## src/hdl/c3dc_pkg.sv

```systemverilog
// shared types and constants for the 3x3 convolution / divide / clamp block
// no dependencies; imported by every file but the checker
package c3dc_pkg;

    localparam int MaxWidth   = 1024;
    localparam int AddrBits   = $clog2(MaxWidth);
    localparam int WidthBits  = 11;
    localparam int RowLimit   = 4096;
    localparam int RowBits    = $clog2(RowLimit);
    localparam int HeightBits = 13;
    localparam int PixBits    = 8;
    localparam int CoefBits   = 16;
    localparam int CfgBits    = 3 * CoefBits;
    localparam int DivBits    = 15;
    localparam int QBits      = 8;
    localparam int ProdBits   = PixBits + 1 + CoefBits;
    localparam int ColSumBits = ProdBits + 2;
    localparam int SumBits    = ColSumBits + 2;
    localparam int RemBits    = DivBits + QBits;
    localparam int CfgIdxBits = 3;

    localparam logic [PixBits-1:0]    PixMax    = 8'd255;
    localparam logic [1:0]            PlaneLast = 2'd2;
    localparam logic [WidthBits-1:0]  WidthMin  = 11'd3;
    localparam logic [WidthBits-1:0]  WidthMax  = WidthBits'(MaxWidth);
    localparam logic [HeightBits-1:0] HeightMin = 13'd3;
    localparam logic [HeightBits-1:0] HeightMax = HeightBits'(RowLimit);

    // configuration register indexes
    localparam logic [CfgIdxBits-1:0] CFG_COEF_LEFT   = 3'd0;
    localparam logic [CfgIdxBits-1:0] CFG_COEF_MIDDLE = 3'd1;
    localparam logic [CfgIdxBits-1:0] CFG_COEF_RIGHT  = 3'd2;
    localparam logic [CfgIdxBits-1:0] CFG_DIVISOR     = 3'd3;
    localparam logic [CfgIdxBits-1:0] CFG_WIDTH       = 3'd4;
    localparam logic [CfgIdxBits-1:0] CFG_HEIGHT      = 3'd5;

    // [row][column], row 0 top, column 0 left
    typedef logic [2:0][2:0][PixBits-1:0] t_window;

    typedef struct packed {
        logic       valid;
        logic [1:0] plane;
        logic       last;
    } t_tag;

    typedef struct packed {
        t_tag               tag;
        logic               neg;
        logic               sat;
        logic [QBits-1:0]   q;
        logic [RemBits-1:0] rem;
    } t_div_tok;

endpackage

```

## src/hdl/c3dc_mac.sv

```systemverilog
// nine products, column sums and total of the 3x3 window, three register stages
// depends on c3dc_pkg
module c3dc_mac (
    input  logic                                i_clk,
    input  logic                                i_rst_n,
    input  logic                                i_adv,
    input  c3dc_pkg::t_window                   i_window,
    input  c3dc_pkg::t_tag                      i_tag,
    input  logic [c3dc_pkg::CfgBits-1:0]        i_coef_l,
    input  logic [c3dc_pkg::CfgBits-1:0]        i_coef_m,
    input  logic [c3dc_pkg::CfgBits-1:0]        i_coef_r,
    output logic signed [c3dc_pkg::SumBits-1:0] o_sum,
    output c3dc_pkg::t_tag                      o_tag
);
    import c3dc_pkg::*;

    logic signed [CoefBits-1:0]   w_coef [3][3];   // [column][row]
    logic signed [ProdBits-1:0]   n_prod [3][3];   // [row][column]
    logic signed [ProdBits-1:0]   r_prod [3][3];
    logic signed [ColSumBits-1:0] n_col [3];
    logic signed [ColSumBits-1:0] r_col [3];
    logic signed [SumBits-1:0]    n_sum;
    logic signed [SumBits-1:0]    r_sum;
    t_tag                         r_tag1;
    t_tag                         r_tag2;
    t_tag                         r_tag3;

    always_comb begin
        for (int row = 0; row < 3; row++) begin
            w_coef[0][row] = i_coef_l[row*CoefBits +: CoefBits];
            w_coef[1][row] = i_coef_m[row*CoefBits +: CoefBits];
            w_coef[2][row] = i_coef_r[row*CoefBits +: CoefBits];
        end
        for (int row = 0; row < 3; row++) begin
            for (int col = 0; col < 3; col++) begin
                n_prod[row][col] = ProdBits'($signed({1'b0, i_window[row][col]}))
                                 * ProdBits'(w_coef[col][row]);
            end
        end
        for (int col = 0; col < 3; col++) begin
            n_col[col] = ColSumBits'(r_prod[0][col]) + ColSumBits'(r_prod[1][col])
                       + ColSumBits'(r_prod[2][col]);
        end
        n_sum = SumBits'(r_col[0]) + SumBits'(r_col[1]) + SumBits'(r_col[2]);
    end

    always_ff @(posedge i_clk) begin
        if (i_adv) begin
            r_prod <= n_prod;
            r_col  <= n_col;
            r_sum  <= n_sum;
        end
    end

    always_ff @(posedge i_clk) begin
        if (!i_rst_n) begin
            r_tag1 <= '0;
            r_tag2 <= '0;
            r_tag3 <= '0;
        end else if (i_adv) begin
            r_tag1 <= i_tag;
            r_tag2 <= r_tag1;
            r_tag3 <= r_tag2;
        end
    end

    assign o_sum = r_sum;
    assign o_tag = r_tag3;

endmodule

```

## config.mk

```make
export PLATFORM = sky130hd
export DESIGN_NAME = c3dc_mac
export DESIGN_NICKNAME = d
export VERILOG_FILES = /design/src/hdl/c3dc_pkg.sv /design/src/hdl/c3dc_mac.sv
export SDC_FILE = /design/constraint.sdc
export NUM_CORES = 2
export LEC_CHECK = 0
export BUFFER_PORTS_ARGS = -buffer_cell sky130_fd_sc_hd__buf_4
export CAP_MARGIN = 10
export CORE_MARGIN = 5
export CORE_UTILIZATION = 59
export CTS_CLUSTER_DIAMETER = 120
export CTS_CLUSTER_SIZE = 40
export DETAILED_ROUTE_END_ITERATION = 6
export PLACE_DENSITY = 0.86
export SLEW_MARGIN = 20
export SYNTH_ARGS = -nofsm -noshare
export SYNTH_HDL_FRONTEND = slang
export SYNTH_SLANG_ARGS = --single-unit
export TNS_END_PERCENT = 10
```

## constraint.sdc

```tcl
create_clock -name i_clk -period 4.85 [get_ports i_clk]
set_input_delay 0.485 -clock i_clk [delete_from_list [all_inputs] [get_ports i_clk]]
set_output_delay 0.485 -clock i_clk [all_outputs]
set_load 0.05 [all_outputs]
```

Yosys cells after proc, flatten, opt, wreduce, memory -nomap -nowiden
Index checks and enable logic that the tools add are counted.

word-level totals
  register bits = 347
  word-level logic and storage cells = 39

operators by class
  $add $sub $neg = 8
  multipliers = 9

operator list
  cell              count
  $mul A9 B16 Y25   9
  $add A26 B25 Y27  3
  $add A25 B25 Y26  3
  $add A28 B27 Y29  1
  $add A27 B27 Y28  1

Depth between registers and ports, before layout
  word-level depth = 2
  depth in mapped cells = 21

Worst setup path after synthesis
Ideal clock, no wire load.

  kind = input to register
  start point = input port i_window[48] (netlist name)
  end point = register r_prod[74] (netlist name), data pin
  arrival time = 4.955 ns
  stages on the path = 19
  library setup time = 0.259 ns
  setup slack = -0.364 ns
  path through = clkbuf_1 nand2_1 fa_1 inv_1 fa_1 fa_1 inv_1 fa_1 inv_1 ha_1 a21oi_1 o221ai_1 a221oi_2 o21ai_1 a31o_2 a211o_1 o21ai_2 o21ai_1 xnor2_1

RTL lines
  what                  RTL line        source
  start, declared       c3dc_mac.sv:7   input c3dc_pkg::t_window i_window,
  end signal, assigned  c3dc_mac.sv:49  r_prod <= n_prod;
  end, declared         c3dc_mac.sv:19  logic signed [ProdBits-1:0] r_prod [3][3];

==> results.toml <==
[finish]
drive_gt1_frac = 0.1253
nNetsFinal = 8442
utilization = 0.6710
syn_to_final_growth_pct = 13.12

[yosys]
netlist_instances = 5960
synth_seq_cells = 347
synth-edff-count = 335
synthArstFlopShare = 0
ys_warn_count = 0
yosysSeqAreaShare = 0.1767
syn-cell-area_um2 = 58290
syn_area_per_cell_um2 = 9.781
yosys.area.top_type_share = 0.3517
synth_fp_nets = 7759
synthFlopType = "edfxtp_1"
ys_types = 75
synthTopCellsByArea = "fa_1, edfxtp_1, ha_1, inv_1, and2_1"
synth_top_cell_by_area = "fa_1"

[sta]
fmax_ghz = 0.2154
worstMarginPinSlew_ns = 0.9743
setup_viol = 0
fin_skew_ns = 0.02231
slew_headroom = 0.3505
period_share = 0.9570
period_minus_slack_ns = 4.642
hold_viol_final = 0
slew_viol_final = 0
rsz0062_at_grt = "no"
fin_ws_ns = 0.2084

[floorplan]
io_pins = 256
dieArea_um2 = 105200
die_y_um = 324.3
die_w_um = 324.3
rows = 115
initial_core_util = 0.5932
core_um2 = 98280

[cts]
numCtsBuffers = 14
clock_latency_ns = 0.55
h-tree-depth = 1
postCtsHoldBufs = 0
cts_root_buf = "clkbuf_16"
cts_setup_buffers = 0
cts.sinks = 347
cts_tree = "built"
cts_buffer_depth = 3
clkSlewWorstSetupHoldPaths_ns = 0.12
ctsResizeCount = 0

[setup_path]
worstSetupPathType = "input pin to register"
cp-end-kind = "register"
arrival_ns = 4.95
worstPathRequired_ns = 5.15
cp_max_fo = 13
cp-start-kind = "input pin"

[detailed_routing]
drt_iter0_drc = 2528
drc_errors = 0
dr_total_vias = 42768
viasPerCell = 5.388
wl_per_cell_um = 16.85
wl_mm = 133.8
drt_pre_antenna_iters = 6
postRouteAntennaNets = 0

[global_routing]
grt_pass1_wl_mm = 224.7
grt.overflow.total = 0
grt_pass1_vias = 46188
antenna_found_initial = 2
track_usage = 0.2566
grt_max_degree = 113

[outcome]
status = "finished clean"

[placement]
place_congestion = 0.9263
place.port_buffers = 255
hpwlAfterDp_mm = 115.7
dpl_worst_slack_ns = -0.4160

[flow_run]
drv_cap = 0

[min_path]
hold_path_class = "input pin to register"
[through the flow]
stage,hold slack (ns),area (um2),TNS [ns],cells
2_1_floorplan,0.4824,58530,-1.179,5960
3_3_place_gp,0.4969,65440,-6.035,7914
3_5_place_dp,0.5077,65440,-11.46,7914
4_1_cts,0.2052,65920,0,7936
5_1_grt,0.2431,65940,0,7938
6_report,0.2296,65940,0,7938
[synth_stat cells, drive strengths merged (6+ instances only)]
cell type  instances
a21boi             7
nand4             18
o31a               7
a211o              7
o211ai            11
xnor2            219
or2                8
o21a              39
nand2b            21
nor3b              6
nor3              29
a211oi            26
fa              1024
inv             1384
o21ai             90
xor2              65
nor2b             35
and3              27
o31ai              8
o41ai              8
edfxtp           335
ha               552
clkbuf            83
or3                8
mux2i             13
dfxtp             12
a31o               6
a31oi             17
nand3             44
a21oi            222
nand2            618
and2             639
o21bai            38
a21o             114
nor2             148
a221o              7
[critical path: stages]
cell      delay, ns
buf_4          0.19
nand2_1        0.10
fa_1           0.54
inv_1          0.05
fa_1           0.47
fa_1           0.55
inv_1          0.05
fa_1           0.48
inv_1          0.04
ha_1           0.30
or2_2          0.30
a21oi_1        0.21
a311oi_2       0.09
nand4_1        0.12
a21boi_0       0.14
a31o_2         0.30
o41a_1         0.38
xor2_1         0.15
[layer usage]
metal / vias to the layer above / GRT usage / wire length (um)
met5: - / 0 / 0
met4: 0 / 0.06665 / 3919
met3: 237 / 0.02775 / 7853
met2: 1236 / 0.4630 / 68650
met1: 21501 / 0.3328 / 53360
li1: 19794 / - / -
[layout make-up]
cell class	instances	area [um2]
Multi-Input combinational cell	4144	42620
Fill cell	7196	32330
Sequential cell	347	10300
Timing Repair Buffer	752	5728
Inverter	1384	5195
Tap cell	1287	1610
Clock buffer	15	375.4
Clock inverter	7	105.1
Antenna cell	2	5.005
[path summary, 6_finish.rpt]
check               start         end  slack, ns  cells after the start
max reg2reg    r_prod[52]   r_col[78]       0.86                     11
min              i_tag[0]   r_tag1[0]       0.23                      3
min reg2reg     r_tag1[2]   r_tag1[2]       0.53                      2
max          i_window[48]  r_prod[73]       0.21                     18
[cells by family (layout without fill, tap and decap cells)]
family | after synthesis | in the layout | share of synthesized area
buffers and inverters | 1469 | 2158 | 0.09459
AO/OA/AOI/OAI | 655 | 655 | 0.07407
adder cells (fa/ha/maj) | 1576 | 1576 | 0.4701
multiplexers | 13 | 13 | 0.002232
AND/OR/NAND/NOR | 1616 | 1616 | 0.1396
other | 0 | 2 | 0
XOR/XNOR | 284 | 284 | 0.04267
flip-flops | 347 | 347 | 0.1767
[cells in the final DEF (no fill, tap or decap), types with 39 or more instances in the layout]
cell         n
inv_1     1383
fa_1      1023
buf_4      745
and2_1     639
nand2_1    614
ha_1       544
edfxtp_1   335
xnor2_1    219
a21oi_1    217
nor2_1     148
a21o_1     114
o21ai_0     72
xor2_1      65
nand3_1     44
o21a_1      39
[flip-flops by register name (all words and copies together), names as in the netlist]
name    cells
r_tag1      4
o_tag       4
r_prod    225
r_col      81
o_sum      29
r_tag2      4
Power is left out: the tool's default activity adds up to more than one toggle a clock period on the data nets, which glitch-free logic cannot reach.
