### config.mk
export PLATFORM = sky130hd
export DESIGN_NAME = c3dc_div_cell
export DESIGN_NICKNAME = d
export VERILOG_FILES = /design/src/hdl/c3dc_pkg.sv /design/src/hdl/c3dc_div_cell.sv
export SDC_FILE = /design/constraint.sdc
export NUM_CORES = 1
export LEC_CHECK = 0
export BUFFER_PORTS_ARGS = -buffer_cell sky130_fd_sc_hd__buf_2
export CORE_UTILIZATION = 41
export DETAILED_ROUTE_END_ITERATION = 7
export GPL_ROUTABILITY_DRIVEN = 0
export PLACE_DENSITY = 0.67
export SLEW_MARGIN = 25
export SYNTH_ARGS = -nofsm -noshare
export SYNTH_HDL_FRONTEND = slang
export SYNTH_SLANG_ARGS = --single-unit
### constraint.sdc
create_clock -name i_clk -period 5.58 [get_ports i_clk]
set_input_delay 0.558 -clock i_clk [delete_from_list [all_inputs] [get_ports i_clk]]
set_output_delay 0.558 -clock i_clk [all_outputs]
set_load 0.1 [all_outputs]
### src/hdl/c3dc_pkg.sv
// shared types and constants for the 3x3 convolution / divide / clamp block
// no dependencies; imported by every file but the checker
package c3dc_pkg;

    localparam int MaxWidth   = 1024;
    localparam int AddrBits   = $clog2(MaxWidth);
    localparam int WidthBits  = 11;
    localparam int RowLimit   = 4096;
    localparam int RowBits    = $clog2(RowLimit);
    localparam int HeightBits = 13;
    localparam int PixBits    = 8;
    localparam int CoefBits   = 16;
    localparam int CfgBits    = 3 * CoefBits;
    localparam int DivBits    = 15;
    localparam int QBits      = 8;
    localparam int ProdBits   = PixBits + 1 + CoefBits;
    localparam int ColSumBits = ProdBits + 2;
    localparam int SumBits    = ColSumBits + 2;
    localparam int RemBits    = DivBits + QBits;
    localparam int CfgIdxBits = 3;

    localparam logic [PixBits-1:0]    PixMax    = 8'd255;
    localparam logic [1:0]            PlaneLast = 2'd2;
    localparam logic [WidthBits-1:0]  WidthMin  = 11'd3;
    localparam logic [WidthBits-1:0]  WidthMax  = WidthBits'(MaxWidth);
    localparam logic [HeightBits-1:0] HeightMin = 13'd3;
    localparam logic [HeightBits-1:0] HeightMax = HeightBits'(RowLimit);

    // configuration register indexes
    localparam logic [CfgIdxBits-1:0] CFG_COEF_LEFT   = 3'd0;
    localparam logic [CfgIdxBits-1:0] CFG_COEF_MIDDLE = 3'd1;
    localparam logic [CfgIdxBits-1:0] CFG_COEF_RIGHT  = 3'd2;
    localparam logic [CfgIdxBits-1:0] CFG_DIVISOR     = 3'd3;
    localparam logic [CfgIdxBits-1:0] CFG_WIDTH       = 3'd4;
    localparam logic [CfgIdxBits-1:0] CFG_HEIGHT      = 3'd5;

    // [row][column], row 0 top, column 0 left
    typedef logic [2:0][2:0][PixBits-1:0] t_window;

    typedef struct packed {
        logic       valid;
        logic [1:0] plane;
        logic       last;
    } t_tag;

    typedef struct packed {
        t_tag               tag;
        logic               neg;
        logic               sat;
        logic [QBits-1:0]   q;
        logic [RemBits-1:0] rem;
    } t_div_tok;

endpackage

### src/hdl/c3dc_div_cell.sv
// one restoring-division cell: compares against the shifted divisor, one quotient bit
// depends on c3dc_pkg; chained in the top level, one cell per quotient bit
module c3dc_div_cell (
    input  logic                         i_clk,
    input  logic                         i_rst_n,
    input  logic                         i_adv,
    input  logic [c3dc_pkg::RemBits-1:0] i_dsh,
    input  c3dc_pkg::t_div_tok           i_tok,
    output c3dc_pkg::t_div_tok           o_tok
);
    import c3dc_pkg::*;

    logic     w_ge;
    t_div_tok n_tok;
    t_div_tok r_tok;

    always_comb begin
        w_ge  = (i_tok.rem >= i_dsh);
        n_tok = i_tok;
        if (w_ge) begin
            n_tok.rem = i_tok.rem - i_dsh;
        end
        n_tok.q = {i_tok.q[QBits-2:0], w_ge};
    end

    always_ff @(posedge i_clk) begin
        if (!i_rst_n) begin
            r_tok.tag.valid <= 1'b0;
        end else if (i_adv) begin
            r_tok <= n_tok;
        end
    end

    assign o_tok = r_tok;

endmodule

* Word level (Yosys, flattened, before mapping)
Cells that the tools add are included.
** Word-level totals
- Register bits :: 37
- Latch bits :: 0
- Memory bits (writable) :: 0
- ROM bits :: 0
- Word-level logic and storage cells :: 11
- Memories :: 0
** Cells by class
- Add/sub/neg operators :: 1
- Multipliers :: 0
- Divide/modulo/power cells :: 0
- Magnitude comparators :: 1
- Equal/unequal tests :: 0
- Shift-type cells :: 0
- Multiplexer cells :: 1
- Bitwise operators :: 0
- Reduce and logical (&&, ||, !) cells :: 1
** Operators with widths (count)
- 23-bit greater-or-equal comparator :: 1
- 23-bit two-way mux :: 1
- 23-bit subtractor :: 1
- 2-bit AND reduction :: 1

* Logic depth before layout (Yosys ltp)
Gate-level depths: netlist of the first run.
- Depth in word-level cells :: 2
- Mapped depth :: 12
- Depth with buffers taken out :: 12

* Worst setup path after synthesis of the first run
Ideal clock, no wire load.
- Path kind :: input to register
- From :: input i_tok[0] in the netlist's numbering
- To :: register r_tok, in the netlist o_tok[20], data pin
- Library setup time :: 0.260 ns
- Arrival :: 2.641 ns
- Data required time :: 5.320 ns
- Setup slack :: 2.679 ns
- Cell stages on the path :: 12
- Path buffers :: 0
- Cells stage by stage :: inv_1 ha_1 inv_1 fa_1 a21o_1 a311oi_1 o21ai_1 nand2_1 o21ai_1 a41oi_1 xnor2_1 mux2_4
** RTL lines
- from (decl) :: RTL line c3dc_div_cell.sv:8 : input c3dc_pkg::t_div_tok i_tok,
- to (signal assigned) :: RTL line c3dc_div_cell.sv:30 : r_tok <= n_tok;
- to (decl) :: RTL line c3dc_div_cell.sv:15 : t_div_tok r_tok;

==> results.md, run 1 <==
| Group | Quantity | Value |
| --- | --- | --- |
| critical path | Terminus of the critical flop-to-flop path | o_tok[36]$_SDFFE_PN0P_ |
| yosys | Post-synth design cell area | 2770 sq um |
| clock tree | TritonCTS clock tree | built |
| yosys | Dominant cells by area after synthesis | sky130_fd_sc_hd__edfxtp_1 (39%), sky130_fd_sc_hd__ha_1 (10%), sky130_fd_sc_hd__mux2_4 (9.8%) |
| clock tree | Sink Count | 37 |
| sta | Measured slew at the worst slew-check pin | 0.8835 ns |
| clock tree | Number of setup buffers added after CTS | 0 |
| yosys | Async S/R FF share, synth | 0% |
| yosys | Multiplexer area fraction after synthesis | 12.47% |
| cells and area | Antenna fix cells | 0 |
| sta | RSZ-0062 raised after global routing | false |
| floorplanning | Core region area | 6422 sq um |
| sta | Worst-case setup margin in the final layout | 2.251 ns |
| detailed routing | Number of DRC violations after detailed-routing iteration 0 | 71 |
| sta | Final hold violations | 0 |
| worst hold path | Worst hold-check path type | in -> reg |
| pwr | Peak supply drop | 115.8 uV |
| outcome | Outcome | finished with violations |
| floorplanning | Floorplan row count | 29 |
| yosys | Number of warning messages in the yosys log | 0 |
| clock tree | Clk Tree Root Cell | sky130_fd_sc_hd__clkbuf_8 |
| detailed routing | Post-Route WL | 5593 um |
| critical path | Type of element launching the critical path | input pin |
| detailed routing | Number of design rule violations left after detail routing | 18 |
| global route | Via count of the first global-routing pass | 2074 |
| sta | Number of pins exceeding their max-slew limit in the final report | 0 |
| yosys | Area fraction in and, or, nand and nor cells after synthesis | 8.717% |
| floorplanning | IO Count | 100 |
| place | Setup Slack @ Placement | 1.905 ns |
| yosys | Post-Synth XOR/XNOR Area | 5.375% |
| yosys | Proportion of netlist area held by the largest area contributor | 39.02% |
| cells and area | Max FFs per register | 37 |
| cells and area | Layout Utilization | 53.65% |
| pwr | Leakage power figure | 1.635 nW |
| critical path | Path depth of the worst reg2reg path | 2 |
| cells and area | Highest-count cells in the layout ignoring fill and taps | sky130_fd_sc_hd__buf_2 (98), sky130_fd_sc_hd__edfxtp_1 (36), sky130_fd_sc_hd__inv_1 (28) |
| worst hold path | Critical hold path startpoint | i_tok[26] |
| detailed routing | Count of nets left with antenna violations after detail routing | 0 |
| sta | Worst Skew | 0 ns |
| critical path | Worst r2r src | o_tok[36]$_SDFFE_PN0P_ |
| yosys | Flip-flop and latch count after synthesis | 37 |
| worst hold path | Hold Path End | o_tok[27]$_DFFE_PP_ |
| clock tree | Total clock buffers created by CTS | 5 |
| clock tree | Count of H-tree levels built during CTS | 2 |
| cells and area | Number of inserted filler cells in the final layout | 604 |
| yosys | Unique masters post-synth | 45 |
| place | Number of buffers added on ports | 98 |
| run | Number of maximum-capacitance violations | 0 |
| global route | Pin count of the biggest net entering global routing | 37 |
| global route | Total overflow reported by the global router | 0 |
| sta | Period Utilization, post-route | 59.65% |
| sta | Sum Neg Setup Slack | 0 ns |
| critical path | Endpoint arrival time on the critical path | 3.38 ns |
| cells and area | Count of nets after finishing | 439 |
| yosys | Most common flop cell mapped by yosys | sky130_fd_sc_hd__edfxtp_1 |
| yosys | Cell type with the largest total area after synthesis | sky130_fd_sc_hd__edfxtp_1 |
| critical path | Register-to-Register Setup Slack | 4.98 ns |
| detailed routing | Routed wirelength normalized by instance count | 13.01 um |
| global route | Total Routing Usage GR | 16.14% |
| critical path | Element type at the critical path end | flop |
| sta | Number of setup violations in the final report | 0 |
| yosys | Largest family of logic cells by synthesized area | compound AO/OA/AOI/OAI gates |
| detailed routing | First-pass DRT Iterations | 6 |
| yosys | Adder-cell area share of the yosys netlist | 11.11% |
| clock tree | Clock latency at the later pin of the worst-skew pair | 0.29 ns |
| yosys | Number of flops mapped to enable cells by yosys | 36 |
| critical path | Worst-path fanout max | 14 |
| pwr | P per Cell Area | 308.2 nW/um^2 |
| outcome | Failing checks | design-rule violations |
| clock tree | Post-cts repair resize count | 0 |
| floorplanning | Area enclosed by the die boundary | 7089 sq um |
| yosys | Synthesized Nets | 339 |
| floorplanning | Initial cell density of the core | 43.13% |
| sta | Worst slew margin relative to its limit | 41.10% |
| clock tree | Clock transition at the register clock pins on the worst setup and hold paths after CTS | 0.08 ns |
| place | Placed wire-length estimate after detailed placement | 4324 um |
| critical path | Worst EP required | 5.63 ns |
| global route | Wire length of the first global-routing pass | 9170 um |
| detailed routing | Via count | 2191 |
| sta | Min Clock Period, post-route | 3.329 ns |
| floorplanning | DIE HEIGHT | 84.20 um |
| critical path | Critical path start-end classification | in -> reg |
| global route | Antenna violations before repair | 0 |
| clock tree | Hold Buf Count CTS | 0 |
| cells and area | Growth of design area from synthesis to finish | 24.39% |
| clock tree | Maximum clock path buffer count | 2 |
| floorplanning | Die boundary width | 84.20 um |
| sta | Highest attainable clock frequency | 300.4 MHz |
| yosys | Share of the synthesized area in compound gates (AO/OA/AOI/OAI) | 16.71% |
| yosys | Portion of the post-synthesis area used by sequential elements | 39.75% |
| yosys | Cells after synthesis | 252 |
| cells and area | Proportion of layout cells with a drive suffix above 1 | 39.38% |
| detailed routing | Via count normalized by instance count | 5.095 |
| worst hold path | Hold Path Cell Cnt | 1 |
| cells and area | Most common cell after layout, fill and taps aside | sky130_fd_sc_hd__buf_2 |
| yosys | Mean area per synthesized cell | 10.99 sq um |
-- synth_stat cells, drive strengths merged, types with 3 or more instances --
cell / count
xor2: 4
mux2: 22
a21oi: 20
o21bai: 4
nor2: 13
inv: 28
buf: 4
and3: 3
a21o: 10
xnor2: 13
mux2i: 3
nand4: 4
nand2: 14
edfxtp: 36
o21ai: 11
nor2b: 4
nor3: 4
a21boi: 3
ha: 23
nand3: 6
a31oi: 3
-- logic make-up after synthesis --
family / Yosys count
XOR/XNOR: 17
AND/OR/NAND/NOR: 50
multiplexers: 25
adder cells (fa/ha/maj): 24
buffers and inverters: 34
flip-flops: 37
AO/OA/AOI/OAI: 65
-- power breakdown --
part	internal, mW	switching, mW
logic	0.137	0.296
clock network	0.180	0.107
registers	0.337	0.00485
-- worst max-delay path: stages --
cell and delay, ns:
sky130_fd_sc_hd__buf_2 0.08, sky130_fd_sc_hd__inv_1 0.06, sky130_fd_sc_hd__ha_1 0.30, sky130_fd_sc_hd__and2b_1 0.14
sky130_fd_sc_hd__o2111ai_1 0.14, sky130_fd_sc_hd__nand2_2 0.14, sky130_fd_sc_hd__a21oi_4 0.10, sky130_fd_sc_hd__o31ai_4 0.23
sky130_fd_sc_hd__a21oi_2 0.13, sky130_fd_sc_hd__o31ai_4 0.77, sky130_fd_sc_hd__buf_4 0.39, sky130_fd_sc_hd__mux2_4 0.33
-- worst max-delay path by stage --
stage	from	cells after the start	end
final	i_dsh[1]	12	o_tok[12]$_DFFE_PP_
after global routing	i_tok[10]	10	o_tok[8]$_DFFE_PP_
after CTS	i_tok[10]	10	o_tok[5]$_DFFE_PP_
after detailed placement	i_tok[10]	10	o_tok[12]$_DFFE_PP_
after global placement	i_dsh[10]	11	o_tok[12]$_DFFE_PP_
after floorplan	i_tok[0]	12	o_tok[20]$_DFFE_PP_
-- metal layers --
layer,vias up,routed length (um),global-route usage [%]
met1,988,2570,20.62
met5,-,0,0
met4,0,80,5.172
li1,1122,-,-
met3,7,366,3.343
met2,74,2575,27.42
-- cell type report --
type	instances	area [sq um]	area share, %
timing repair buffer	99	498.0	14.45
tap	77	96.34	2.796
clock inverter	3	68.82	1.997
multi-input combinational	181	1508	43.75
clock buffer	5	68.82	1.997
inverter	28	105.1	3.050
sequential	37	1101	31.95
-- metrics by stage --
step | area, sq um | instances | hold slack, ns | power [mW]
3_3_place_gp | 3308 | 422 | 0.4939 | 0.7776
6_report | 3446 | 430 | 0.4385 | 1.062
3_5_place_dp | 3308 | 422 | 0.5225 | 0.7814
2_1_floorplan | 2770 | 252 | 0.6569 | 0.7125
4_1_cts | 3446 | 430 | 0.4252 | 1.073
5_1_grt | 3446 | 430 | 0.4188 | 1.109
(Power assumes the default switching activity.)
==> run 2, diff against run 1 <==
--- a/config.mk
+++ b/config.mk
@@ -5,11 +5,12 @@
 export SDC_FILE = /design/constraint.sdc
 export NUM_CORES = 1
 export LEC_CHECK = 0
+export ABC_AREA = 1
 export BUFFER_PORTS_ARGS = -buffer_cell sky130_fd_sc_hd__buf_2
 export CORE_UTILIZATION = 41
 export DETAILED_ROUTE_END_ITERATION = 7
 export GPL_ROUTABILITY_DRIVEN = 0
-export PLACE_DENSITY = 0.67
+export PLACE_DENSITY = 0.64
 export SLEW_MARGIN = 25
 export SYNTH_ARGS = -nofsm -noshare
 export SYNTH_HDL_FRONTEND = slang
==> constraint.sdc (replaced) <==
create_clock -name i_clk -period 3.3 [get_ports i_clk]
set_input_delay 0.33 -clock i_clk [delete_from_list [all_inputs] [get_ports i_clk]]
set_output_delay 0.33 -clock i_clk [all_outputs]
set_load 0.1 [all_outputs]
==> run 2 against run 1 <==
Against the previous run: the flow now finishes without violations; area after synthesis up 25%; first-iteration DRC count is 140% higher; flip-flop and latch count stayed put; die area grew 25%; critical path depth is the same; synthesized cell count rose by 98%; wire length rose by 49%; clock-buffer cell count did not move; clock skew stayed put; critical endpoint is now o_tok[11]$_DFFE_PP_.
==> results.md, run 2 <==
| Group | Quantity | Value | vs previous |
| --- | --- | --- | --- |
| outcome | Outcome | completed |  |
| detailed routing | Count of nets left with antenna violations after detail routing | 0 | unchanged |
| place | Number of buffers added on ports | 98 | unchanged |
| clock tree | Maximum clock path buffer count | 2 | unchanged |
| place | Cell area after placement | 4053 sq um | +23% |
| yosys | Most common flop cell mapped by yosys | sky130_fd_sc_hd__edfxtp_1 |  |
| critical path | Maximum single-stage delay on the critical path | 0.37 ns | -0.40 ns |
| cells and area | Most common cell after layout, fill and taps aside | sky130_fd_sc_hd__nand2_1 |  |
| worst hold path | Worst hold-check path type | in -> reg |  |
| cells and area | Highest-count cells in the layout ignoring fill and taps | sky130_fd_sc_hd__nand2_1 (176), sky130_fd_sc_hd__inv_1 (109), sky130_fd_sc_hd__buf_2 (98) |  |
| worst hold path | Hold Path Cell Cnt | 1 | unchanged |
| critical path | Kind of cell adding the most delay to the critical path | simple AND/OR/NAND/NOR gates |  |
| critical path | Worst EP required | 3.35 ns | -2.28 ns |
| sta | Number of pins exceeding their max-slew limit in the final report | 0 | unchanged |
| place | Placed wire-length estimate after detailed placement | 6677 um | +54% |
| clock tree | Sink Count | 37 | unchanged |
| yosys | Number of warning messages in the yosys log | 0 | unchanged |
| yosys | Adder-cell area share of the yosys netlist | 8.871% | -2.2 points |
| global route | Via count of the first global-routing pass | 3165 | +53% |
| critical path | Path depth of the worst reg2reg path | 2 | unchanged |
| yosys | Synthesized Nets | 586 | +73% |
| critical path | Worst-path cell chain | buf_2, inv_1, ha_1, nand2_1, inv_2, nand2_1, nand2_1, a21oi_1, nand4_4, buf_12, nand3_2, nand2_1 |  |
| yosys | Area fraction in and, or, nand and nor cells after synthesis | 39.31% | +31 points |
| clock tree | Clock latency at the later pin of the worst-skew pair | 0.29 ns | about the same |
| yosys | Unique masters post-synth | 28 | -38% |
| floorplanning | Core region area | 8217 sq um | +28% |
| cells and area | Number of inserted filler cells in the final layout | 850 | +41% |
| yosys | Top-count cell post-synth | sky130_fd_sc_hd__nand2_1 |  |
| yosys | Multiplexer area fraction after synthesis | 0% | -12 points |
| yosys | Cell type with the largest total area after synthesis | sky130_fd_sc_hd__edfxtp_1 |  |
| global route | Pin count of the biggest net entering global routing | 37 | unchanged |
| critical path | Number of buffer and inverter stages on the critical path | 4 | +1 |
| clock tree | Clk Tree Root Cell | sky130_fd_sc_hd__clkbuf_8 |  |
| sta | Worst slew margin relative to its limit | 51.00% | +9.9 points |
| yosys | Cells after synthesis | 499 | +98% |
| yosys | Async S/R FF share, synth | 0% | unchanged |
| floorplanning | Die boundary width | 93.99 um | +12% |
| floorplanning | DIE HEIGHT | 93.99 um | +12% |
| run | Number of maximum-capacitance violations | 0 | unchanged |
| detailed routing | Via count normalized by instance count | 4.642 | -8.9% |
| global route | Total overflow reported by the global router | 0 | unchanged |
| sta | Final hold violations | 0 | unchanged |
| sta | Min Clock Period, post-route | 2.130 ns |  |
| yosys | Proportion of netlist area held by the largest area contributor | 31.16% | -7.9 points |
| cells and area | Area used by multi-input combinational logic | 1882 sq um | +25% |
| pwr | Net switching share of the total power | 42.63% | +4.3 points |
| sta | Period Utilization, post-route | 64.54% |  |
| detailed routing | Via count | 3282 | +50% |
| detailed routing | Post-Route WL | 8324 um | +49% |
| cells and area | Growth of design area from synthesis to finish | 20.77% |  |
| critical path | Most used cell along the critical path | sky130_fd_sc_hd__nand2_1 |  |
| pwr | Peak supply drop | 141.6 uV | +22% |
| detailed routing | Number of DRC violations after detailed-routing iteration 0 | 167 | +140% |
| detailed routing | First-pass DRT Iterations | 4 | -2 |
| clock tree | Count of H-tree levels built during CTS | 2 | unchanged |
| critical path | Worst r2r src | o_tok[36]$_SDFFE_PN0P_ |  |
| detailed routing | Routed wirelength normalized by instance count | 11.77 um | -9.5% |
| pwr | Net switching power | 0.8011 mW | +97% |
| worst hold path | Hold Path End | o_tok[27]$_DFFE_PP_ |  |
| yosys | Mean area per synthesized cell | 6.953 sq um | -37% |
| yosys | Share of the synthesized area in compound gates (AO/OA/AOI/OAI) | 4.039% | -13 points |
| sta | Sum Neg Setup Slack | 0 ns | unchanged |
| yosys | Portion of the post-synthesis area used by sequential elements | 31.73% | -8.0 points |
| critical path | Critical path start-end classification | in -> reg |  |
| yosys | Flip-flop and latch count after synthesis | 37 | unchanged |
| clock tree | Total clock buffers created by CTS | 5 | unchanged |
| critical path | Register-to-Register Setup Slack | 2.65 ns | -2.33 ns |
| pwr | Part of the total power dissipated in sequential elements | 30.8% | -1.4 points |
| yosys | Largest family of logic cells by synthesized area | simple AND/OR/NAND/NOR gates |  |
| yosys | Post-synth design cell area | 3470 sq um | +25% |
| clock tree | Post-cts repair resize count | 0 | unchanged |
| clock tree | Clock transition at the register clock pins on the worst setup and hold paths after CTS | 0.08 ns | about the same |
| yosys | Number of flops mapped to enable cells by yosys | 36 | unchanged |
| yosys | Post-Synth XOR/XNOR Area | 2.019% | -3.4 points |
| cells and area | Max FFs per register | 37 | unchanged |
| pwr | P per Cell Area | 448.4 nW/um^2 | +46% |
| pwr | Cell internal pwr | 1.078 mW | +65% |
| pwr | Leakage power figure | 2.328 nW | +42% |
| clock tree | Number of setup buffers added after CTS | 0 | unchanged |
| critical path | Worst-path fanout max | 18 | +4 |
| cells and area | Final instance area | 4190 sq um | +22% |
| global route | Wire length of the first global-routing pass | 14100 um | +54% |
| clock tree | Hold Buf Count CTS | 0 | unchanged |
| floorplanning | IO Count | 100 | unchanged |
| yosys | Top cells by instance count after synthesis | sky130_fd_sc_hd__nand2_1 (176), sky130_fd_sc_hd__inv_1 (109), sky130_fd_sc_hd__edfxtp_1 (36) |  |
| pwr | Part of the total power dissipated in combinational logic | 42.9% | +2.1 points |
| floorplanning | Floorplan row count | 33 | +14% |
| critical path | Type of element launching the critical path | input pin |  |
| floorplanning | Initial cell density of the core | 42.23% | -0.91 points |
| pwr | Share of total power in the clock network | 26.3% | -0.7 points |
| critical path | Endpoint arrival time on the critical path | 2.18 ns | -1.20 ns |
| cells and area | Proportion of layout cells with a drive suffix above 1 | 26.41% | -13 points |
| detailed routing | Number of design rule violations left after detail routing | 0 | -18 |
| worst hold path | Critical hold path startpoint | i_tok[26] |  |
| global route | Total Routing Usage GR | 20.20% | +4.1 points |
| cells and area | Count of nets after finishing | 688 | +57% |
| critical path | Cell type of the slowest stage on the worst timing path | sky130_fd_sc_hd__nand4_4 |  |
| floorplanning | Area enclosed by the die boundary | 8834 sq um | +25% |
| sta | Tightest hold margin | 0.2051 ns | -0.2334 ns |
| cells and area | Flip-flop and latch area | 1101 sq um | unchanged |
| sta | RSZ-0062 raised after global routing | false |  |
| yosys | Dominant cells by area after synthesis | sky130_fd_sc_hd__edfxtp_1 (31%), sky130_fd_sc_hd__nand2_1 (19%), sky130_fd_sc_hd__inv_1 (12%) |  |
| sta | Number of setup violations in the final report | 0 | unchanged |
| sta | Measured slew at the worst slew-check pin | 0.7342 ns | -0.1494 ns |
| global route | Antenna violations before repair | 0 | unchanged |
| critical path | Terminus of the critical flop-to-flop path | o_tok[36]$_SDFFE_PN0P_ |  |
| sta | Worst Skew | 0 ns | unchanged |
| cells and area | Antenna fix cells | 0 | unchanged |
| clock tree | TritonCTS clock tree | built |  |
| sta | Highest attainable clock frequency | 469.6 MHz |  |
| critical path | Element type at the critical path end | flop |  |
[run 2: changes by cell type in the layout (fill, tap and decap cells not counted), sizes merged, moves of 6 or more]
cell	previous run	this run
a21o	10	0
a21oi	20	13
inv	29	113
mux2	22	0
nand2	14	191
nand3	6	48
nand3b	0	6
nor2	13	33
xnor2	13	0
[run 2: logic make-up (layout without fill, tap and decap cells)]
family / after synthesis / count (layout)
AO/OA/AOI/OAI: 22 / 22
XOR/XNOR: 8 / 8
adder cells (fa/ha/maj): 24 / 24
buffers and inverters: 117 / 220
flip-flops: 37 / 37
AND/OR/NAND/NOR: 291 / 291
[run 2: per-layer routing]
layer | share of wire [%] | track usage [%]
met4 | 1.7 | 7.179
met1 | 46 | 25.65
met5 | 0 | 0
met2 | 47 | 34.61
met3 | 5.6 | 2.994
[run 2: metrics by stage]
stage | setup WS, ns | total power, mW | std cells | util [%]
6_report | 1.170 | 1.879 | 707 | 51.00
4_1_cts | 1.180 | 1.898 | 707 | 51.00
3_5_place_dp | 0.8580 | 1.395 | 699 | 49.32
2_1_floorplan | 1.341 | 1.252 | 499 | -
3_3_place_gp | 0.8900 | 1.387 | 699 | 49.32
5_1_grt | 0.9745 | 1.993 | 707 | 51.00
[run 2: layout make-up]
| type | instances | area share, % |
|---|---|---|
| multi-input combinational | 345 | 44.91 |
| sequential | 37 | 26.28 |
| timing repair buffer | 100 | 12.36 |
| inverter | 112 | 10.03 |
| tap | 105 | 3.135 |
| clock buffer | 5 | 1.642 |
| clock inverter | 3 | 1.642 |
[run 2: power groups by stage]
stage	registers [mW]	logic, mW	clock network (mW)
finish	0.579	0.806	0.494
floorplan	0.885	0.367	0
detailed placement	0.590	0.805	0
CTS	0.580	0.807	0.511
global route	0.584	0.884	0.526
global placement	0.590	0.797	0
[run 2: worst max path at each step]
stage               startpoint                  end  slack [ns]  depth (start not counted)
floorplan             i_tok[0]  o_tok[12]$_DFFE_PP_        1.34                         13
global placement     i_dsh[22]   o_tok[9]$_DFFE_PP_        0.89                         12
detailed placement   i_dsh[18]   o_tok[9]$_DFFE_PP_        0.86                         12
CTS                  i_dsh[18]  o_tok[11]$_DFFE_PP_        1.18                         12
global route         i_dsh[18]  o_tok[11]$_DFFE_PP_        0.97                         12
finish               i_dsh[18]  o_tok[11]$_DFFE_PP_        1.17                         12
==> run 3, diff against run 2 <==
--- a/config.mk
+++ b/config.mk
@@ -10,7 +10,7 @@
 export CORE_UTILIZATION = 41
 export DETAILED_ROUTE_END_ITERATION = 7
 export GPL_ROUTABILITY_DRIVEN = 0
-export PLACE_DENSITY = 0.64
+export PLACE_DENSITY = 0.67
 export SLEW_MARGIN = 25
 export SYNTH_ARGS = -nofsm -noshare
 export SYNTH_HDL_FRONTEND = slang
==> constraint.sdc (replaced) <==
create_clock -name i_clk -period 1.8 [get_ports i_clk]
set_input_delay 0.18 -clock i_clk [delete_from_list [all_inputs] [get_ports i_clk]]
set_output_delay 0.18 -clock i_clk [all_outputs]
set_load 0.1 [all_outputs]
==> run 3 against run 2 <==
Against the previous run: die area unchanged; register-to-register slack lost 1.5 ns; global-route usage up 1.3 points; clock-buffer cell count did not move; power is 79% higher; clock skew unchanged; critical path depth is the same; wire length up 5.2%; first-iteration DRC count down 1.8%; final cell count increased by 8.6%; sequential share of layout area decreased by 2.6 points; via count is 6.1% higher; critical path type unchanged; largest power group unchanged.
==> results.md, run 3 (same netlist as run 2, synthesis figures left out) <==
| Group | Quantity | Value | vs previous |
| --- | --- | --- | --- |
| place | Number of buffers added on ports | 98 | unchanged |
| detailed routing | Routed wirelength normalized by instance count | 11.40 um | -3.2% |
| pwr | Cell internal pwr | 1.852 mW | +72% |
| global route | Pin count of the biggest net entering global routing | 37 | unchanged |
| sta | RSZ-0062 raised after global routing | false |  |
| clock tree | Number of setup buffers added after CTS | 0 | unchanged |
| pwr | P per Cell Area | 723.9 nW/um^2 | +61% |
| critical path | Worst r2r src | o_tok[36]$_SDFFE_PN0P_ |  |
| cells and area | Count of nets after finishing | 749 | +8.9% |
| floorplanning | Die boundary width | 93.99 um | unchanged |
| critical path | Register-to-Register Setup Slack | 1.17 ns | -1.48 ns |
| cells and area | Growth of design area from synthesis to finish | 33.97% |  |
| sta | Number of pins exceeding their max-slew limit in the final report | 0 | unchanged |
| sta | Worst Skew | 0 ns | unchanged |
| critical path | Type of element launching the critical path | input pin |  |
| global route | Via count of the first global-routing pass | 3377 | +6.7% |
| cells and area | Proportion of layout cells with a drive suffix above 1 | 34.09% | +7.7 points |
| global route | Met3 demand-to-capacity share in global routing | 2.994% | unchanged |
| detailed routing | Number of DRC violations after detailed-routing iteration 0 | 164 | -1.8% |
| clock tree | Count of H-tree levels built during CTS | 2 | unchanged |
| clock tree | TritonCTS clock tree | built |  |
| place | Cell area after placement | 4538 sq um | +12% |
| pwr | Part of the total power dissipated in sequential elements | 31.6% | +0.8 points |
| place | Placed wire-length estimate after detailed placement | 7087 um | +6.1% |
| floorplanning | Initial cell density of the core | 42.23% | unchanged |
| floorplanning | Core region area | 8217 sq um | unchanged |
| floorplanning | Floorplan row count | 33 | unchanged |
| critical path | Terminus of the critical flop-to-flop path | o_tok[36]$_SDFFE_PN0P_ |  |
| detailed routing | First-pass DRT Iterations | 4 | unchanged |
| clock tree | Maximum clock path buffer count | 2 | unchanged |
| detailed routing | Via count | 3482 | +6.1% |
| pwr | Peak supply drop | 281.6 uV | +99% |
| cells and area | Max FFs per register | 37 | unchanged |
| global route | Total overflow reported by the global router | 0 | unchanged |
| critical path | Critical path start-end classification | in -> reg |  |
| floorplanning | DIE HEIGHT | 93.99 um | unchanged |
| clock tree | Clock transition at the register clock pins on the worst setup and hold paths after CTS | 0.08 ns | about the same |
| sta | Number of setup violations in the final report | 0 | unchanged |
| sta | Measured slew at the worst slew-check pin | 0.4881 ns | -0.2461 ns |
| sta | Period Utilization, post-route | 92.57% |  |
| clock tree | Sink Count | 37 | unchanged |
| detailed routing | Number of design rule violations left after detail routing | 0 | unchanged |
| sta | Highest attainable clock frequency | 600.2 MHz |  |
| floorplanning | IO Count | 100 | unchanged |
| cells and area | Most common cell after layout, fill and taps aside | sky130_fd_sc_hd__nand2_1 |  |
| detailed routing | Count of nets left with antenna violations after detail routing | 0 | unchanged |
| global route | Wire length of the first global-routing pass | 14960 um | +6.1% |
| critical path | Worst EP required | 1.85 ns | -1.50 ns |
| sta | Worst-case setup margin in the final layout | 0.1338 ns | -1.037 ns |
| global route | Antenna violations before repair | 0 | unchanged |
| worst hold path | Hold Path Cell Cnt | 1 | unchanged |
| pwr | Net switching power | 1.513 mW | +89% |
| worst hold path | Critical hold path startpoint | i_tok[27] |  |
| clock tree | Clk Tree Root Cell | sky130_fd_sc_hd__clkbuf_8 |  |
| outcome | Outcome | completed |  |
| floorplanning | Area enclosed by the die boundary | 8834 sq um | unchanged |
| critical path | Endpoint arrival time on the critical path | 1.72 ns | -0.46 ns |
| detailed routing | Post-Route WL | 8753 um | +5.2% |
| cells and area | Final instance area | 4648 sq um | +11% |
| critical path | Element type at the critical path end | flop |  |
| pwr | Share of total power in the clock network | 18.2% | -8.1 points |
| clock tree | Clock latency at the later pin of the worst-skew pair | 0.29 ns | about the same |
| sta | Min Clock Period, post-route | 1.666 ns |  |
| pwr | Pwr Total | 3.365 mW | +79% |
| pwr | Net switching share of the total power | 44.96% | +2.3 points |
| place | Setup Slack @ Placement | -0.2941 ns | -1.152 ns |
| pwr | Part of the total power dissipated in combinational logic | 50.2% | +7.3 points |
| cells and area | Highest-count cells in the layout ignoring fill and taps | sky130_fd_sc_hd__nand2_1 (174), sky130_fd_sc_hd__inv_1 (109), sky130_fd_sc_hd__buf_2 (98) |  |
| pwr | Leakage power figure | 2.620 nW | +13% |
| run | Number of maximum-capacitance violations | 0 | unchanged |
| sta | Worst slew margin relative to its limit | 67.68% | +17 points |
| worst hold path | Worst hold-check path type | in -> reg |  |
| global route | Busiest layer in global routing | met2 |  |
| critical path | Worst-path fanout max | 15 | -3 |
| global route | Global-route track usage on met2 | 37.17% | +2.6 points |
| global route | Total Routing Usage GR | 21.51% | +1.3 points |
| detailed routing | Via count normalized by instance count | 4.534 | -2.3% |
| worst hold path | Hold Path End | o_tok[28]$_DFFE_PP_ |  |
| cells and area | Antenna fix cells | 0 | unchanged |
| clock tree | Total clock buffers created by CTS | 5 | unchanged |
| sta | Final hold violations | 0 | unchanged |
| critical path | Path depth of the worst reg2reg path | 2 | unchanged |
| global route | Met1 demand-to-capacity share in global routing | 27.20% | +1.6 points |
-- run 3: layer usage --
metal	routed length (um)	share of wire [%]
met3	354	4.0
met1	4027	46
met2	4178	48
met5	0	0
met4	193	2.2
-- run 3: what timing repair did --
item	CTS	global route
gates resized for setup	0	7
setup endpoints to repair	0	15
hold buffers	0	0
-- run 3: worst max-delay path by stage --
stage | endpoint | slack (ns) | start | cells after the start
floorplan | o_tok[12]$_DFFE_PP_ | 0.05 | i_tok[0] | 13
global placement | o_tok[22]$_DFFE_PP_ | -0.24 | i_dsh[6] | 11
detailed placement | o_tok[20]$_DFFE_PP_ | -0.29 | i_dsh[10] | 12
CTS | o_tok[20]$_DFFE_PP_ | 0.02 | i_dsh[10] | 12
global route | o_tok[19]$_DFFE_PP_ | 0.01 | i_dsh[18] | 12
finish | o_tok[11]$_DFFE_PP_ | 0.13 | i_dsh[18] | 12
-- run 3: metrics by stage --
stage,instances,utilization (%),setup TNS [ns],hold WS (ns)
3_3_place_gp,760,55.23,-4.505,0.3567
6_report,768,56.57,0,0.06037
4_1_cts,768,56.28,0,0.05549
3_5_place_dp,760,55.23,-5.189,0.3581
5_1_grt,768,56.57,0,0.04782
2_1_floorplan,499,-,0,0.2735
-- run 3: layout make-up --
cell class                 count  area, sq um
clock buffer                   5        68.82
clock inverter                 3        17.52
fill                         797         3568
inverter                     112        420.4
multi-input combinational    345         1908
sequential                    37         1101
tap                          105        131.4
timing repair buffer         161         1001
-- run 3: power by group through the flow --
stage / registers [mW] / clock network (mW) / logic [mW]
2_1_floorplan: 1.62 / 0 / 0.673
3_3_place_gp: 1.08 / 0 / 1.66
3_5_place_dp: 1.08 / 0 / 1.68
4_1_cts: 1.06 / 0.634 / 1.68
5_1_grt: 1.07 / 0.655 / 1.84
6_report: 1.06 / 0.612 / 1.69
-- run 3: worst max-delay path, stage by stage --
cell and delay [ns]:
sky130_fd_sc_hd__buf_2 0.07, sky130_fd_sc_hd__inv_1 0.03, sky130_fd_sc_hd__ha_1 0.34, sky130_fd_sc_hd__nand2_1 0.15
sky130_fd_sc_hd__inv_2 0.05, sky130_fd_sc_hd__nand2_1 0.06, sky130_fd_sc_hd__nand2_1 0.08, sky130_fd_sc_hd__a21oi_1 0.24
sky130_fd_sc_hd__nand4_4 0.19, sky130_fd_sc_hd__buf_12 0.20, sky130_fd_sc_hd__nand3_2 0.07, sky130_fd_sc_hd__nand2_1 0.06
